## config.mk

```make
export PLATFORM = sky130hd
export DESIGN_NAME = sorted_priority_queue_flat
export DESIGN_NICKNAME = d
export VERILOG_FILES = /design/src/rtl/spq_pkg.sv /design/src/rtl/spq_stream_if.sv /design/src/rtl/spq_cell.sv /design/src/rtl/sorted_priority_queue.sv /design/src/flat_wrapper.sv
export VERILOG_INCLUDE_DIRS = /design/src /design/src/rtl
export SDC_FILE = /design/constraint.sdc
export NUM_CORES = 2
export LEC_CHECK = 0
export CORE_MARGIN = 4
export CORE_UTILIZATION = 60
export CTS_CLUSTER_DIAMETER = 50
export DETAILED_ROUTE_END_ITERATION = 7
export DONT_BUFFER_PORTS = 1
export HOLD_SLACK_MARGIN = 0.03
export PLACE_DENSITY = 0.76
export RECOVER_POWER = 50
export SETUP_SLACK_MARGIN = 0.5
export SYNTH_ARGS = -nofsm -noshare
export SYNTH_HDL_FRONTEND = slang
export SYNTH_SLANG_ARGS = --single-unit
```

## constraint.sdc

```tcl
create_clock -name clk -period 9.9 [get_ports clk]
set_input_delay 0.495 -clock clk [delete_from_list [all_inputs] [get_ports clk]]
set_output_delay 0.495 -clock clk [all_outputs]
set_load 0.01 [all_outputs]
```

## src/rtl/sorted_priority_queue_assert.svh

```systemverilog
// Assertion macros for the sorted priority queue RTL.
// Needs a clk and an active-low rst_n in the scope where a macro is used.
`ifndef SORTED_PRIORITY_QUEUE_ASSERT_SVH
`define SORTED_PRIORITY_QUEUE_ASSERT_SVH

`ifndef SYNTH
// Checks a property on every clock edge outside reset.
`define SPQ_ASSERT(lbl, prop) \
  lbl: assert property (@(posedge clk) disable iff (!rst_n) prop) \
    else $error("sorted priority queue check failed");
// Checks that a condition never holds outside reset.
`define SPQ_NEVER(lbl, cond) \
  lbl: assert property (@(posedge clk) disable iff (!rst_n) !(cond)) \
    else $error("sorted priority queue forbidden condition seen");
`else
`define SPQ_ASSERT(lbl, prop)
`define SPQ_NEVER(lbl, cond)
`endif

`endif

```

## src/rtl/spq_pkg.sv

```systemverilog
// Shared types, codes and defaults for the sorted priority queue.
// No dependencies; used by the cell and by the top level.
package spq_pkg;

  localparam int CAPACITY_DEF   = 16;
  localparam int VALUE_W        = 32;
  localparam int POS_W          = 4;
  localparam int ENTRY_COUNT_W  = 5;

  // Request kinds.
  localparam logic [1:0] REQ_INSERT = 2'd0;
  localparam logic [1:0] REQ_REMOVE = 2'd1;
  localparam logic [1:0] REQ_FIND   = 2'd2;

  // Result status codes.
  localparam logic [1:0] ST_DONE = 2'd0;
  localparam logic [1:0] ST_MISS = 2'd1;
  localparam logic [1:0] ST_FULL = 2'd2;

  typedef struct packed {
    logic [1:0]                req_type;
    logic signed [VALUE_W-1:0] item_value;
  } in_item_t;

  typedef struct packed {
    logic [1:0]                status;
    logic [POS_W-1:0]          position;
    logic signed [VALUE_W-1:0] head_value;
    logic                      head_valid;
    logic [ENTRY_COUNT_W-1:0]  entry_count;
  } out_item_t;

  // Command broadcast from the control logic to every cell.
  typedef struct packed {
    logic                      ins;
    logic                      rem;
    logic signed [VALUE_W-1:0] value;
  } cell_cmd_t;

  // What a cell shows its neighbors.
  typedef struct packed {
    logic signed [VALUE_W-1:0] value;
    logic                      valid;
    logic                      gt;
    logic                      eq;
  } cell_link_t;

endpackage

```

## src/rtl/spq_stream_if.sv

```systemverilog
// Valid/ready stream channel used for requests and results.
// Payload type is a parameter; depends on nothing else.
interface spq_stream_if #(
  parameter type payload_t = logic [7:0]
) ();
  logic     valid;
  logic     ready;
  payload_t payload;

  modport source (output valid, output payload, input ready);
  modport sink   (input valid, input payload, output ready);
endinterface

```

## src/rtl/spq_cell.sv

```systemverilog
// One storage cell of the sorted chain: holds one entry and shifts with its neighbors.
// Depends on spq_pkg.
module spq_cell
  import spq_pkg::*;
#(
  parameter int IDX   = 0,
  parameter int OCC_W = 5
) (
  input  logic             clk,
  input  logic [OCC_W-1:0] occ,
  input  cell_cmd_t        cmd,
  input  cell_link_t       left,
  input  cell_link_t       right,
  output cell_link_t       link,
  output logic             ins_mark,
  output logic             hit_mark
);

  logic signed [VALUE_W-1:0] value_r;
  logic signed [VALUE_W-1:0] value_nxt;
  logic                      valid;
  logic                      gt;
  logic                      eq;

  assign valid = occ > OCC_W'(IDX);
  assign gt    = valid && (value_r > cmd.value);
  assign eq    = valid && (value_r == cmd.value);

  assign link = '{value: value_r, valid: valid, gt: gt, eq: eq};

  // The insert slot is the first cell not greater than the new value; the
  // hit is the first cell of the run of equal values.
  assign ins_mark = !gt && left.gt;
  assign hit_mark = eq && !left.eq;

  always_comb begin
    value_nxt = value_r;
    if (cmd.ins) begin
      if (!gt) begin
        value_nxt = left.gt ? cmd.value : left.value;
      end
    end else if (cmd.rem) begin
      if (!gt) begin
        value_nxt = right.value;
      end
    end
  end

  always_ff @(posedge clk) begin
    value_r <= value_nxt;
  end

endmodule

```

## src/rtl/sorted_priority_queue.sv

```systemverilog
// Sorted priority queue, greatest value first: a chain of CAPACITY cells with
// a request and a result stream. One request is taken per clock, back to back,
// and its result appears in the output register on the next cycle; the rate
// is set by the compare-and-shift that every cell performs in parallel, for
// every kind of request alike. A new request is taken whenever the output
// register is empty or its beat is being taken in the same cycle. No clearing
// pass is needed after reset: cells beyond the element count are treated as
// empty. Depends on spq_pkg, spq_stream_if, spq_cell.
`include "sorted_priority_queue_assert.svh"

module sorted_priority_queue
  import spq_pkg::*;
#(
  parameter int CAPACITY = CAPACITY_DEF
) (
  input  logic         clk,
  input  logic         rst_n,
  spq_stream_if.sink   in_ch,
  spq_stream_if.source out_ch
);

  localparam int OCC_W = $clog2(CAPACITY + 1);

  // Element count; the entries themselves live in the cells.
  logic [OCC_W-1:0] occ_r;
  logic [OCC_W-1:0] occ_nxt;

  // Output register. Head and count are read straight from the state: the
  // state only changes when a new request is taken, which is also the edge
  // at which the pending result beat leaves.
  logic             out_valid_r;
  logic [1:0]       status_r;
  logic [1:0]       status_nxt;
  logic [POS_W-1:0] pos_r;
  logic [POS_W-1:0] pos_nxt;

  logic       accept;
  logic       full;
  logic       found;
  cell_cmd_t  cmd;

  cell_link_t            links [CAPACITY];
  cell_link_t            head_edge;
  cell_link_t            tail_edge;
  logic [CAPACITY-1:0]   ins_mark;
  logic [CAPACITY-1:0]   hit_mark;
  logic [POS_W-1:0]      ins_pos;
  logic [POS_W-1:0]      hit_pos;

  assign in_ch.ready = !out_valid_r || out_ch.ready;
  assign accept      = in_ch.valid && in_ch.ready;
  assign full        = occ_r == OCC_W'(CAPACITY);
  assign found       = |hit_mark;

  // Only a request that actually changes the state moves the chain.
  assign cmd.value = in_ch.payload.item_value;
  assign cmd.ins   = accept && (in_ch.payload.req_type == REQ_INSERT) && !full;
  assign cmd.rem   = accept && (in_ch.payload.req_type == REQ_REMOVE) && found;

  // In front of the head everything counts as greater and nothing as equal,
  // so the head cell is the insert slot when no stored entry is greater.
  assign head_edge = '{value: '0, valid: 1'b1, gt: 1'b1, eq: 1'b0};
  assign tail_edge = '{value: '0, valid: 1'b0, gt: 1'b0, eq: 1'b0};

  for (genvar i = 0; i < CAPACITY; i++) begin : g_cell
    spq_cell #(
      .IDX   (i),
      .OCC_W (OCC_W)
    ) u_cell (
      .clk      (clk),
      .occ      (occ_r),
      .cmd      (cmd),
      .left     ((i == 0) ? head_edge : links[(i == 0) ? 0 : i - 1]),
      .right    ((i == CAPACITY - 1) ? tail_edge : links[(i == CAPACITY - 1) ? i : i + 1]),
      .link     (links[i]),
      .ins_mark (ins_mark[i]),
      .hit_mark (hit_mark[i])
    );
  end

  // At most one cell holds each mark (the entries are sorted), so the position is an OR
  // of the marked cell indexes, wrapped to the width of the position field.
  always_comb begin
    ins_pos = '0;
    hit_pos = '0;
    for (int i = 0; i < CAPACITY; i++) begin
      if (ins_mark[i]) begin
        ins_pos = ins_pos | POS_W'(i);
      end
      if (hit_mark[i]) begin
        hit_pos = hit_pos | POS_W'(i);
      end
    end
  end

  always_comb begin
    status_nxt = ST_MISS;
    pos_nxt    = '0;
    occ_nxt    = occ_r;
    unique case (in_ch.payload.req_type)
      REQ_INSERT: begin
        if (full) begin
          status_nxt = ST_FULL;
        end else begin
          status_nxt = ST_DONE;
          pos_nxt    = ins_pos;
          occ_nxt    = occ_r + OCC_W'(1);
        end
      end
      REQ_REMOVE: begin
        if (found) begin
          status_nxt = ST_DONE;
          pos_nxt    = hit_pos;
          occ_nxt    = occ_r - OCC_W'(1);
        end
      end
      REQ_FIND: begin
        if (found) begin
          status_nxt = ST_DONE;
          pos_nxt    = hit_pos;
        end
      end
      default: begin
        // Unused request kind: no change, reported as not found.
        status_nxt = ST_MISS;
      end
    endcase
  end

  always_ff @(posedge clk) begin
    if (!rst_n) begin
      occ_r       <= '0;
      out_valid_r <= 1'b0;
    end else begin
      if (accept) begin
        occ_r       <= occ_nxt;
        out_valid_r <= 1'b1;
      end else if (out_ch.ready) begin
        out_valid_r <= 1'b0;
      end
    end
  end

  always_ff @(posedge clk) begin
    if (accept) begin
      status_r <= status_nxt;
      pos_r    <= pos_nxt;
    end
  end

  assign out_ch.valid   = out_valid_r;
  assign out_ch.payload = '{
    status:      status_r,
    position:    pos_r,
    head_value:  (occ_r != '0) ? links[0].value : '0,
    head_valid:  occ_r != '0,
    entry_count: ENTRY_COUNT_W'(occ_r)
  };

  // The count never passes the number of cells.
  `SPQ_NEVER(a_occ_bound, occ_r > OCC_W'(CAPACITY))
  // Sorted order keeps both slot searches down to at most one marked cell.
  `SPQ_ASSERT(a_ins_onehot, $onehot0(ins_mark))
  `SPQ_ASSERT(a_hit_onehot, $onehot0(hit_mark))
  // The head is never below its successor.
  `SPQ_NEVER(a_head_order, links[1].valid && (links[0].value < links[1].value))
  // A successful insert grows the count by exactly one.
  `SPQ_ASSERT(a_ins_count, cmd.ins |=> (occ_r == $past(occ_r) + OCC_W'(1)))

endmodule

```

## src/flat_wrapper.sv

```systemverilog
// flat-port wrapper written by rule: the top's interface ports become plain ports
module sorted_priority_queue_flat import spq_pkg::*;
#(
  parameter int CAPACITY = CAPACITY_DEF
)
  (clk, rst_n, in_ch_valid, in_ch_payload, in_ch_ready, out_ch_valid, out_ch_payload, out_ch_ready);
  spq_stream_if #(.payload_t(in_item_t)) in_ch_i ();
  spq_stream_if #(.payload_t(out_item_t)) out_ch_i ();
  input  logic clk;
  input  logic rst_n;
  input wire logic [$bits(in_ch_i.valid)-1:0] in_ch_valid;
  input wire logic [$bits(in_ch_i.payload)-1:0] in_ch_payload;
  output wire logic [$bits(in_ch_i.ready)-1:0] in_ch_ready;
  output wire logic [$bits(out_ch_i.valid)-1:0] out_ch_valid;
  output wire logic [$bits(out_ch_i.payload)-1:0] out_ch_payload;
  input wire logic [$bits(out_ch_i.ready)-1:0] out_ch_ready;
  assign in_ch_i.valid = in_ch_valid;
  assign in_ch_i.payload = in_ch_payload;
  assign in_ch_ready = in_ch_i.ready;
  assign out_ch_valid = out_ch_i.valid;
  assign out_ch_payload = out_ch_i.payload;
  assign out_ch_i.ready = out_ch_ready;
  sorted_priority_queue #(.CAPACITY(CAPACITY)) u_core (.clk(clk), .rst_n(rst_n), .in_ch(in_ch_i), .out_ch(out_ch_i));
endmodule
```

### Yosys cells after proc, flatten, opt, wreduce, memory -nomap -nowiden

Index checks and enable logic that the tools add are counted.

* bits in registers: 524
* output and inout bits: 46
* word-level logic and storage cells: 352

* add/subtract/negate cells: 2
* order comparisons: 32
* equal/unequal tests: 53
* mux-type cells: 121
* reductions and logical operators: 124

Operators by type and width (number)
* $mux 32: 80
* $eq 32x32->1: 16
* $gt 32x32->1: 16
* $mux 4: 18
* $logic_and 1x1->1: 67
* $ne 2x2->1 const B: 33
* $reduce_and 3->1: 16
* $gt 5x4->1 const B: 8
* $logic_not 1->1: 32
* $mux 3: 8
* $gt 5x3->1 const B: 4
* $reduce_or 16->1: 1
* $gt 5x1->1 const B: 2
* $gt 5x2->1 const B: 2
* $mux 2: 5
* $mux 5: 2
* $pmux 5 s2: 1
* $pmux 4 s2: 1
* $reduce_bool 2->1: 3
* $add 5x1->5 const B: 1
* $eq 5x5->1 const B: 1
* $mux 1: 5
* $reduce_bool 5->1: 1
* $sub 5x1->5 const B: 1
* other kinds (8): 8

### Logic depth before layout (Yosys ltp)

* depth in word-level cells: 21
* mapped depth: 13

### By module

A second synthesis with hierarchy kept.

* cells, all modules: 4382
* area, all modules: 41778.8 um^2

By module, submodules not included
* spq_cell (u_core.g_cell[2].u_cell ...): instances 2, cells an instance 270, area an instance 2583.7 um^2, seq. area each 960.9 um^2
* spq_cell (u_core.g_cell[13].u_cell ...): instances 2, cells an instance 264, area an instance 2557.5 um^2, seq. area each 960.9 um^2
* spq_cell (u_core.g_cell[12].u_cell ...): instances 2, cells an instance 265, area an instance 2487.4 um^2, seq. area each 960.9 um^2
* spq_cell (u_core.g_cell[8].u_cell ...): instances 2, cells an instance 265, area an instance 2486.1 um^2, seq. area each 960.9 um^2
* spq_cell (u_core.g_cell[5].u_cell): instances 1, cells an instance 264, area an instance 2576.2 um^2, seq. area each 960.9 um^2
* spq_cell (u_core.g_cell[10].u_cell): instances 1, cells an instance 271, area an instance 2573.7 um^2, seq. area each 960.9 um^2
* spq_cell (u_core.g_cell[3].u_cell): instances 1, cells an instance 264, area an instance 2573.7 um^2, seq. area each 960.9 um^2
* spq_cell (u_core.g_cell[14].u_cell): instances 1, cells an instance 270, area an instance 2565.0 um^2, seq. area each 960.9 um^2
* spq_cell (u_core.g_cell[11].u_cell): instances 1, cells an instance 264, area an instance 2556.2 um^2, seq. area each 960.9 um^2
* spq_cell (u_core.g_cell[7].u_cell): instances 1, cells an instance 264, area an instance 2555.0 um^2, seq. area each 960.9 um^2
* spq_cell (u_core.g_cell[15].u_cell): instances 1, cells an instance 264, area an instance 2522.4 um^2, seq. area each 960.9 um^2
* spq_cell (u_core.g_cell[0].u_cell): instances 1, cells an instance 265, area an instance 2489.9 um^2, seq. area each 960.9 um^2
* sorted_priority_queue: instances 1, cells an instance 128, area an instance 1137.3 um^2, seq. area each 300.3 um^2

### Worst setup path after synthesis

OpenSTA, ideal clock, no wires.

* kind: in2reg
* from: input port in_ch_payload[14]
* to: register u_core.g_cell[3].u_cell.value_r[0], enable pin
* setup time: 0.461 ns
* arrival: 4.991 ns
* path slack: 4.448 ns
* stages: 11
* cells stage by stage: inv_1 > ha_1 > nand4_1 > nor4_1 > o2111ai_1 > o22a_2 > and3_4 > nand4_4 > nand2_1 > a21o_1 > nor3_1

* cells in the longest elaborated chain, start to end: 8

RTL lines
* start: declaration: line flat_wrapper.sv:12 `input wire logic [$bits(in_ch_i.payload)-1:0] in_ch_payload;`
* branches (longest 7 deep; another with $gt 32x32->1)
* $reduce_and 3->1 (no line) (*)
* end signal: assignment: line spq_cell.sv:50 `value_r <= value_nxt;`
* end: declaration: line spq_cell.sv:19 `logic signed [VALUE_W-1:0] value_r;`

Mark *: on every way between the ends.
A chain may end at the register's enable or synchronous reset.

### Worst setup path in the final report

* from: register u_core.occ_r[1]
* to: register u_core.g_cell[7].u_cell.value_r[19], enable pin

* cells in the longest elaborated chain, start to end: 8

RTL lines
* start: declaration: line sorted_priority_queue.sv:25 `logic [OCC_W-1:0] occ_r;`
* start signal: assignment: line sorted_priority_queue.sv:136 `occ_r <= occ_nxt;`
* $gt 5x4->1, or another cell as far along: line spq_cell.sv:25 `assign valid = occ > OCC_W'(IDX);`
* $logic_and 1x1->1: line spq_cell.sv:27 `assign eq = valid && (value_r == cmd.value);`
* $logic_not 1->1: line spq_cell.sv:34 `assign hit_mark = eq && !left.eq;`
* $logic_and 1x1->1: line spq_cell.sv:34
* $reduce_or 16->1: line sorted_priority_queue.sv:53 `assign found = |hit_mark;`
* $logic_and 1x1->1: line sorted_priority_queue.sv:58 `assign cmd.rem = accept && (in_ch.payload.req_type == REQ_REMOVE) && found;`
* $ne 2x2->1 (no line) or $reduce_bool 2->1 (tied branches)
* $reduce_and 3->1 (no line) (*)
* end signal: assignment: line spq_cell.sv:50
* end: declaration: line spq_cell.sv:19

Every way passes the cells marked *; elsewhere a longest branch is shown, timed or not.

==> results.json <==
{
  "grt_max_degree": 288,
  "cts_tree": "done",
  "final_cells": 4819,
  "viasPerCell": 6.72,
  "place_hpwl_um": 89700,
  "yosysSeqAreaShare": 0.406,
  "ys_ff_latch": 524,
  "drc_errors": 1,
  "cp-start-kind": "flop",
  "drv_slew": 380,
  "path_class": "reg -> reg",
  "final_nets": 4474,
  "r2r_cells": 12,
  "rows": 92,
  "cts_max_path_buffers": 3,
  "core_um2": 63400,
  "n_antenna_cell": 0,
  "post_cts.repair.setup_buffers": 0,
  "gp_congestion": 0.993,
  "num_io_pins": 84,
  "yosys_warnings": 0,
  "period_share": 0.693,
  "whs_path_depth": 1,
  "hold_path.class": "in -> reg",
  "clockPowerShare": 0.442,
  "cts.sink_count": 524,
  "synth_top_area_share": 0.403,
  "p_sw_frac": 0.270,
  "outcome": "complete, but fails checks",
  "cp_max_fo": 36,
  "dr.pass1.iters": 8,
  "max_freq_mhz": 146,
  "dieArea_um2": 68500,
  "synth.most_common_cell": "nand2_1",
  "grt_antenna_before_repair": 1,
  "slew_headroom": -1.01,
  "dpl.cell_count": 4685,
  "peakVddDrop_uv": 101,
  "cts_resized": 0,
  "syn_nets": 4572,
  "p_per_area_nw_per_um2": 147,
  "cap_violations": 7,
  "root_buffer": "clkbuf_16",
  "synth.avg_cell_area_um2": 9.62,
  "netlist_area_um2": 38600,
  "synth-edff-count": 518,
  "cts_max_level": 3,
  "setup_viol_count_final": 0,
  "drt_iter0_drc": 5098,
  "yosysTopAreaCell": "edfxtp_1",
  "netlist_top_cells_count": "nand2_1, o21ai_0, ha_1, edfxtp_1, a21oi_1",
  "end_kind": "flop",
  "die_w_um": 262,
  "finalCriticalPeriod_ps": 6860,
  "async_flop_share": 0,
  "p_leak_nw": 16.6,
  "initial_core_util": 0.609,
  "grt_pass1_wl_um": 184000,
  "vias": 32400,
  "switchingPower_w": 0.00165,
  "placed_cell_area_um2": 39300,
  "die_h_um": 262,
  "rsz0062_at_grt": "no",
  "overflow": 0,
  "wl_um": 123000,
  "worstMarginPinSlew_ps": 3010,
  "violations": "DRC, capacitance limit, slew limit",
  "synth-main-ff-cell": "edfxtp_1",
  "clkLatencyLatePin_ps": 620,
  "synth_area_leaders": "edfxtp_1, ha_1, mux2i_1",
  "areaGrowthSynthToFinish_pct": 7.93,
  "intPower_w": 0.00446,
  "report.final.hold_viol_count": 0,
  "wl_per_cell_um": 25.6,
  "cts-buffers-inserted": 72,
  "pwr-share-seq": 0.427,
  "hold_buffers": 3,
  "ant_nets": 0,
  "synth_cells": 4014,
  "pwr-share-comb": 0.131,
  "layout-drive-gt1-share": 0.0531,
  "arrival_ps": 6900,
  "path_clk_slew_ps": 50,
  "grt_usage": 0.352,
  "synth.distinct_cells": 88,
  "tns_ps": 0,
  "io_buffers": 0,
  "fin_worst_skew_ps": 33.0,
  "crit_required_ps": 9940,
  "finish.instance_area_um2": 41700,
  "grt_pass1_vias": 30000
}
[logic make-up after synthesis]
kind of cell / synth area share
flip-flops: 0.406
AO/OA/AOI/OAI: 0.163
buffers and inverters: 0.0333
XOR/XNOR: 0.000454
multiplexers: 0.0860
AND/OR/NAND/NOR: 0.143
adder cells (fa/ha/maj): 0.169
[state kept, by name, indices dropped and copies added, names as in the netlist]
signal / flops
u_core.g_cell.u_cell.value_r: 512
u_core.occ_r: 5
u_core.out_ch.valid: 1
u_core.pos_r: 4
u_core.status_r: 2
[routing by layer]
| layer | wire length, um | share of wire | vias to the layer above | GRT usage |
|---|---|---|---|---|
| met5 | 0 | 0 | - | 0 |
| met4 | 6630 | 0.054 | 0 | 0.168 |
| met3 | 13900 | 0.11 | 309 | 0.0649 |
| met2 | 51800 | 0.42 | 1954 | 0.513 |
| met1 | 50900 | 0.41 | 15300 | 0.508 |
| li1 | - | - | 14800 | - |
[power by group through the flow]
stage	registers (W)	clock network [W]	logic [W]
after floorplan	0.00261	0	0.000577
after global placement	0.00265	0	0.000745
after detailed placement	0.00265	0	0.000773
after CTS	0.00260	0.00270	0.000782
after global routing	0.00261	0.00280	0.000885
final	0.00261	0.00270	0.000800
[cells in the final DEF (no fill, tap or decap), types with 25 or more instances in the layout]
| cell type | netlist | final |
|---|---|---|
| o21ai_0 | 539 | 547 |
| ha_1 | 520 | 520 |
| nor2_1 | 246 | 228 |
| clkbuf_16 | 0 | 76 |
| a21oi_1 | 373 | 373 |
| inv_1 | 88 | 88 |
| nor2b_1 | 57 | 57 |
| nand4_1 | 119 | 120 |
| a21o_1 | 47 | 47 |
| nor3_1 | 26 | 25 |
| nand2_1 | 607 | 605 |
| mux2i_1 | 327 | 327 |
| edfxtp_1 | 518 | 518 |
| nand3_1 | 45 | 45 |
| buf_4 | 9 | 37 |
[worst max-delay path, stage by stage (launching register included)]
cell	delay, ps
dfxtp_1	590
inv_1	270
ha_1	200
nor3b_1	460
and2_0	200
clkbuf_1	1240
o2111a_1	490
nand4_1	240
nand2_1	130
a21o_1	110
clkbuf_1	1370
nor3_1	80
clkbuf_1	880
[through the flow]
step           power [W]  setup WS (ps)  hold slack [ps]   util
2_1_floorplan    0.00319           4450              522      -
3_3_place_gp     0.00339           4760              537  0.619
4_1_cts          0.00609           5180             36.5  0.658
3_5_place_dp     0.00342           4740              544  0.619
6_report         0.00611           3040             56.3  0.657
5_1_grt          0.00630           2670             64.8  0.657
[final timing paths]
path | start | endpoint | slack [ps]
setup / recovery | u_core.occ_r[1] | u_core.g_cell[7].u_cell.value_r[19] | 3040
hold / removal | rst_n | u_core.occ_r[2] | 60
setup reg to reg | u_core.occ_r[1] | u_core.g_cell[7].u_cell.value_r[19] | 3040
hold reg to reg | u_core.g_cell[10].u_cell.value_r[0] | u_core.g_cell[9].u_cell.value_r[0] | 570
[final cells by class]
cell class / instances / area [um^2]
clock inverter: 43 / 495
timing repair buffer: 47 / 368
sequential: 524 / 15700
multi-input combinational: 3182 / 21800
fill: 4927 / 21800
clock buffer: 88 / 1960
tap: 846 / 1060
inverter: 89 / 334
Note: power is estimated with default switching activity, not from simulation.
